===== config.mk =====
export PLATFORM = sky130hd
export DESIGN_NAME = e2q_cordic
export DESIGN_NICKNAME = d
export VERILOG_FILES = /design/src/hw/rtl/euler_to_quaternion_top_defines.svh /design/src/hw/rtl/e2q_pkg.sv /design/src/hw/rtl/e2q_cordic.sv
export SDC_FILE = /design/constraint.sdc
export NUM_CORES = 2
export LEC_CHECK = 0
export BUFFER_PORTS_ARGS = -buffer_cell sky130_fd_sc_hd__buf_2
export CORE_MARGIN = 10
export CORE_UTILIZATION = 51
export DETAILED_ROUTE_END_ITERATION = 12
export GPL_ROUTABILITY_DRIVEN = 0
export PLACE_DENSITY = 0.66
export SYNTH_ARGS = -nofsm -noshare
export SYNTH_HDL_FRONTEND = slang
export SYNTH_SLANG_ARGS = --single-unit

===== constraint.sdc =====
create_clock -name clk -period 5.2 [get_ports clk]
set_clock_uncertainty 0.2 [all_clocks]
set_input_delay 0 -clock clk [delete_from_list [all_inputs] [get_ports clk]]
set_output_delay 0 -clock clk [all_outputs]
set_load 0.01 [all_outputs]

===== src/hw/rtl/euler_to_quaternion_top_defines.svh =====
// assertion macros for the euler to quaternion block
`ifndef EULER_TO_QUATERNION_TOP_DEFINES_SVH
`define EULER_TO_QUATERNION_TOP_DEFINES_SVH
`define E2Q_ASSERT_IMP(lbl, clk, rstn, a, c) \
  lbl: assert property (@(posedge clk) disable iff (!rstn) (a) |-> (c)) else $error("lbl");
`define E2Q_ASSERT_NXT(lbl, clk, rstn, a, c) \
  lbl: assert property (@(posedge clk) disable iff (!rstn) (a) |=> (c)) else $error("lbl");
`endif


===== src/hw/rtl/e2q_pkg.sv =====
// types and constants for the euler to quaternion block
package e2q_pkg;
  localparam int WORK_FRAC = 30;
  localparam logic signed [33:0] CORDIC_GAIN_INV = 34'sd652032874;

  typedef struct packed {
    logic signed [15:0] roll_angle;
    logic signed [15:0] pitch_angle;
    logic signed [15:0] yaw_angle;
  } e2q_in_t;

  typedef struct packed {
    logic signed [15:0] quat_w;
    logic signed [15:0] quat_x;
    logic signed [15:0] quat_y;
    logic signed [15:0] quat_z;
  } e2q_out_t;

  typedef logic signed [33:0] trig_t;

  function automatic logic signed [33:0] atan_turn(input int i);
    logic [31:0] a;
    case (i)
      0: a = 32'h20000000;  1: a = 32'h12E4051E;  2: a = 32'h09FB385B;
      3: a = 32'h051111D4;  4: a = 32'h028B0D43;  5: a = 32'h0145D7E1;
      6: a = 32'h00A2F61E;  7: a = 32'h00517C55;  8: a = 32'h0028BE53;
      9: a = 32'h00145F2F;  10: a = 32'h000A2F98; 11: a = 32'h000517CC;
      12: a = 32'h00028BE6; 13: a = 32'h000145F3; 14: a = 32'h0000A2F9;
      15: a = 32'h0000517C; 16: a = 32'h000028BE; 17: a = 32'h0000145F;
      18: a = 32'h00000A2F; 19: a = 32'h00000517; 20: a = 32'h0000028B;
      21: a = 32'h00000145; 22: a = 32'h000000A2; 23: a = 32'h00000051;
      24: a = 32'h00000028; 25: a = 32'h00000014; 26: a = 32'h0000000A;
      27: a = 32'h00000005; 28: a = 32'h00000002; 29: a = 32'h00000001;
      default: a = 32'h0;
    endcase
    return $signed({2'b00, a});
  endfunction
endpackage


===== src/hw/rtl/e2q_cordic.sv =====
// pipelined rotation cordic, half-angle sine and cosine, one stage per step
module e2q_cordic import e2q_pkg::*; #(
  parameter int ANGLE_BITS = 16,
  parameter int TRIG_ITERATIONS = 16
) (
  input  logic                  clk,
  input  logic [ANGLE_BITS-1:0] angle,
  output trig_t                 cos_q,
  output trig_t                 sin_q
);
  trig_t x_r [TRIG_ITERATIONS+1];
  trig_t y_r [TRIG_ITERATIONS+1];
  trig_t z_r [TRIG_ITERATIONS+1];
  logic [31:0] turn;

  assign turn = {angle, {(32-ANGLE_BITS){1'b0}}} >> 0;

  always_comb begin
    x_r[0] = CORDIC_GAIN_INV;
    y_r[0] = '0;
    z_r[0] = $signed({{3{turn[31]}}, turn[31:1]});
  end

  for (genvar i = 0; i < TRIG_ITERATIONS; i++) begin : g_step
    trig_t x_nxt, y_nxt, z_nxt;
    always_comb begin
      if (!z_r[i][33]) begin
        x_nxt = x_r[i] - (y_r[i] >>> i);
        y_nxt = y_r[i] + (x_r[i] >>> i);
        z_nxt = z_r[i] - atan_turn(i);
      end else begin
        x_nxt = x_r[i] + (y_r[i] >>> i);
        y_nxt = y_r[i] - (x_r[i] >>> i);
        z_nxt = z_r[i] + atan_turn(i);
      end
    end
    always_ff @(posedge clk) begin
      x_r[i+1] <= x_nxt;
      y_r[i+1] <= y_nxt;
      z_r[i+1] <= z_nxt;
    end
  end

  assign cos_q = x_r[TRIG_ITERATIONS];
  assign sin_q = y_r[TRIG_ITERATIONS];
endmodule


**Yosys cells after proc, flatten, opt, wreduce, memory -nomap -nowiden**

Cells that the tools add are included.

- Register bits: 1,564
- Input bits: 17
- Word-level logic and storage cells: 182

- Add/subtract/negate cells: 90
- Multiplexer cells: 46

Operator list:

| operator | count |
|---|---|
| $mux W34 | 46 |
| $add A34 B19 Y34 | 2 |
| $add A34 B20 Y34 | 2 |
| $add A34 B21 Y34 | 2 |
| $add A34 B22 Y34 | 2 |
| $add A34 B23 Y34 | 2 |
| $add A34 B24 Y34 | 2 |
| $add A34 B25 Y34 | 2 |
| $add A34 B26 Y34 | 2 |
| $add A34 B27 Y34 | 2 |
| $add A34 B28 Y34 | 2 |
| $add A34 B29 Y34 | 2 |
| $add A34 B30 Y34 | 2 |
| $add A34 B30 Y34 const B | 2 |
| $add A34 B31 Y34 | 2 |
| $add A34 B32 Y34 | 2 |
| $sub A34 B19 Y34 | 2 |
| $sub A34 B20 Y34 | 2 |
| $sub A34 B21 Y34 | 2 |
| $sub A34 B22 Y34 | 2 |
| $sub A34 B23 Y34 | 2 |
| $sub A34 B24 Y34 | 2 |
| $sub A34 B25 Y34 | 2 |
| $sub A34 B26 Y34 | 2 |
| other kinds (37) | 44 |

**Depth between registers and ports, before layout**

- Depth in word-level cells: 2
- Mapped depth: 21
- Mapped depth without buffers: 21

**Worst setup path after synthesis**

No wires, ideal clock.

- Path type: flip-flop to flip-flop
- Start: reg y_r[49] (netlist bit)
- End: reg x_r (netlist bit cos_q[33])
- Data arrival time: 4.324 ns
- Required time: 4.879 ns
- Setup slack: 0.555 ns
- Cell stages (with the launch flop): 19
- Buffers on the path: 0
- Clock period less this slack: 4.645 ns
- Cell sequence: dfxtp_1 -> inv_1 -> ha_1 -> nand2b_1 -> or4_1 -> nor4_1 -> a31oi_1 -> xor2_1 -> ha_1 -> a21o_1 -> a211o_1 -> nor4_1 -> o31ai_1 -> o221a_2 -> a41o_1 -> o41a_1 -> a211oi_1 -> o21bai_1 -> xnor2_1

- Cells in the longest elaborated chain, start to end: 2

RTL lines:

| element | line | text |
|---|---|---|
| from (decl) | e2q_cordic.sv:12 | `trig_t y_r [TRIG_ITERATIONS+1];` |
| from (signal, indexed assignment) | e2q_cordic.sv:39 | `y_r[i+1] <= y_nxt;` |
| $sub A34 B19 Y34 or $add A34 B19 Y34 (tied branches) | e2q_cordic.sv:28, e2q_cordic.sv:32 |  |
| $mux W34 (*) | e2q_cordic.sv:27 | `if (!z_r[i][33]) begin` |
| via g_step[15].x_nxt[33] | e2q_cordic.sv:25 | `trig_t x_nxt, y_nxt, z_nxt;` |
| to (signal, indexed assignment) | e2q_cordic.sv:38 | `x_r[i+1] <= x_nxt;` |
| to (decl) | e2q_cordic.sv:11 | `trig_t x_r [TRIG_ITERATIONS+1];` |

Mark *: on every way through the listed nets, which the timed path passes. The rest lies on a longest branch.

**Worst setup path in the final report**

- Start: reg y_r[149] (netlist bit)
- End: reg x_r[135] (netlist bit)

- Cells in the longest elaborated chain, start to end: 2

RTL lines:

| element | line |
|---|---|
| $sub A34 B22 Y34 or $add A34 B22 Y34 (tied branches) | e2q_cordic.sv:28, e2q_cordic.sv:32 |
| $mux W34 (*) | e2q_cordic.sv:27 |
| via g_step[12].x_nxt[33] | e2q_cordic.sv:25 |

Marks and branches as above.

==> results by group <==
Drt
  • Wire per inst: roughly 18 microns
  • Vias per cell: 5.77
  • Via count: approximately 90000
  • Antenna viol nets, final: 0
  • Overall routed net length: roughly 280000 microns
  • Initial detailed-routing violation count: between 5000 and 6000
  • Pre-antenna DRT Iters: 6
  • DRC errors left: 0

Cells and area
  • Ratio of cells with drive above 1 in the final layout: 5.41%
  • Layout area overhead: 9.47%
  • Design Area, Final: between 100000 and 150000 sq um
  • Non-Filler Instances: 15567
  • Nets: between 10000 and 15000
  • Commonest cells after routing, fill and taps aside: a21oi_1, dfxtp_1, ha_1, xnor2_1, nor2_1
  • Commonest non-fill, non-tap cell in the layout: a21oi_1
  • Fillers: between 15000 and 20000

Critical path
  • Worst Path Arrival: about 5.5 ns
  • Required time of the critical path: between 5 and 6 ns
  • Critical path class: reg -> reg
  • Endpoint type of the worst setup path: flop
  • Flop-to-flop setup slack: 0.26 ns
  • Reg2Reg Capture Point: x_r[135]
  • Source of the worst register-to-register timing path: y_r[149]
  • Reg2Reg Depth: 18
  • Startpoint Class: flop
  • Worst Path Max Fanout: 6

Placement
  • Detailed Place HPWL: 223000 microns
  • Placed instance area: between 100000 and 150000 sq um
  • # port buffers: 84
  • Placed Cells: roughly 15000

Synth
  • Asr flop ratio synth: 0%
  • Net count after synthesis: approximately 14000
  • Register area share after synthesis: 27.0%
  • Netlist cell types: approximately 100
  • Post-synth EDFFs: 0
  • Yosys warns: 0
  • Synthesized area per cell: roughly 8.5 sq um
  • Synth Instances: around 12000
  • Number of synthesized register bits: 1431
  • Ys flop type: dfxtp_1
  • Mapped Area: 106000 sq um

STA
  • Max Slew Vio Count: 0
  • Tcrit/Tclk final: a little over nine tenths
  • Max Fclk: between 200 and 250 MHz
  • Crit path time final: 4.94 ns
  • Hold Vio Cnt, Final: 0
  • Worst slew pin tran: 1.09 ns
  • Final setup violation count: 0
  • Fin Hold WS: 0.109 ns
  • Headroom to the max-slew limit: 26.6%

Clocking
  • CTS sink count: between 1000 and 1500
  • Clock tree buffer depth: 3
  • CTS H-tree depth: 4
  • TritonCTS Buffers: about 170
  • Clock slew at reported path FFs: about 0.060 ns
  • CTS tree: done
  • Clk_lat worst skew: roughly 0.84 ns
  • CTS root buffer: clkbuf_16

Floorplan
  • Die width: approximately 480 microns
  • Full die area: between 200000 and 250000 sq um
  • Ports: 85
  • Starting density of the core: about 50%
  • Core area: roughly 210000 sq um
  • Std-Cell Rows: 167
  • Die height: ~480 microns

Job
  • Max-cap violations: 0

Global route
  • Overflow after GRT: 0
  • Initial antenna violation count: 3
  • Tot GR Track Use: 23.1%
  • First-pass GRT wire length: 444000 microns
  • Number of global-route vias before repair: between 80000 and 90000
  • Largest net degree at the start of global routing: 65

Min path
  • Worst hold stages: 0
  • Hold Crit Start: z_r[206]
  • Hold endpoint: z_r[172]
  • Worst min path class: reg -> reg

Outcome
  • Status: complete, no violations
## kinds of logic after synthesis
kind of cell	after synthesis	synth area share, %
AOI/OAI and AO/OA	3811	22.9
and+or+nand+nor	3096	14.0
xor gates and xnor gates	1807	14.9
DFF	1431	27.0
adders and majority gates	1418	17.0
buffers and inverters	792	3.04
muxes	120	1.20
other	1	0.00353
## synthesized netlist by cell type (193+ instances only)
master / count / area share [%]
a21o_1: 676 / 4.8
a21oi_1: 1422 / 6.7
dfxtp_1: 1431 / 27
ha_1: 1377 / 16
inv_1: 554 / 2.0
nand2_1: 597 / 2.1
nand3_1: 193 / 0.91
nor2_1: 1090 / 3.9
nor3_1: 308 / 1.5
o21a_1: 228 / 1.6
o21ai_0: 537 / 2.5
xnor2_1: 1190 / 9.8
xor2_1: 617 / 5.1
## critical path, cell delays in order (launching register included)
cell	delay, ns
dfxtp_1	0.34
inv_1	0.06
ha_1	0.17
nand2b_1	0.08
or4_1	0.42
nor2_1	0.40
a21oi_1	0.15
xor2_1	0.17
ha_1	0.34
a21oi_1	0.22
o21ai_0	0.15
a31oi_1	0.37
o21a_1	0.27
o21ai_0	0.28
a31o_2	0.31
o32ai_1	0.50
o211ai_1	0.17
o21ai_0	0.13
xnor2_1	0.14
## per-stage QoR
stage | worst slack, ns | utilization (%) | setup TNS, ns
6_report | 0.261 | 56.1 | 0
5_1_grt | -0.0180 | 56.1 | -0.0180
4_1_cts | 0.207 | 56.1 | 0
3_5_place_dp | 0.257 | 53.0 | 0
3_3_place_gp | 0.277 | 53.0 | 0
2_1_floorplan | 0.555 | - | 0
## registers in the layout, indices dropped and copies added, names as in the netlist
name   count
cos_q     34
sin_q     34
x_r      454
y_r      477
z_r      432
## routing by layer
| layer | GRT usage [%] | vias to the layer above | share of wire, % |
|---|---|---|---|
| met5 | 0 | - | 0 |
| li1 | - | 45003 | - |
| met3 | 2.95 | 504 | 5.0 |
| met1 | 29.3 | 41910 | 44 |
| met4 | 7.53 | 0 | 3.3 |
| met2 | 40.2 | 2375 | 47 |
## final cells by class
class / count / area (sq um) / area share, %
inverter: 554 / 2080 / 1.79
clock inverter: 91 / 1320 / 1.13
clock buffer: 209 / 4620 / 3.97
timing repair buffer: 239 / 1670 / 1.44
tap: 2788 / 3490 / 3.00
antenna: 2 / 5.00 / 0.00431
multi-input combinational: 10253 / 74400 / 64.0
sequential: 1431 / 28700 / 24.7
## repair_timing
item                       in CTS  in global routing
setup endpoints to repair       0                 20
setup buffers                   0                  0
hold buffers                   32                  0
resized for setup               0                 19
hold endpoints to repair       17                  0
## worst max path at each step
stage               slack, ns   endpoint     start
floorplan                0.56  cos_q[33]   y_r[49]
global placement         0.28   x_r[440]  y_r[445]
detailed placement       0.26   x_r[440]  y_r[445]
CTS                      0.21   x_r[440]  y_r[445]
global route            -0.02   x_r[440]  y_r[445]
finish                   0.26   x_r[135]  y_r[149]
Power is left out: the tool's default activity adds up to more than one toggle a clock period on the data nets, which glitch-free logic cannot reach.
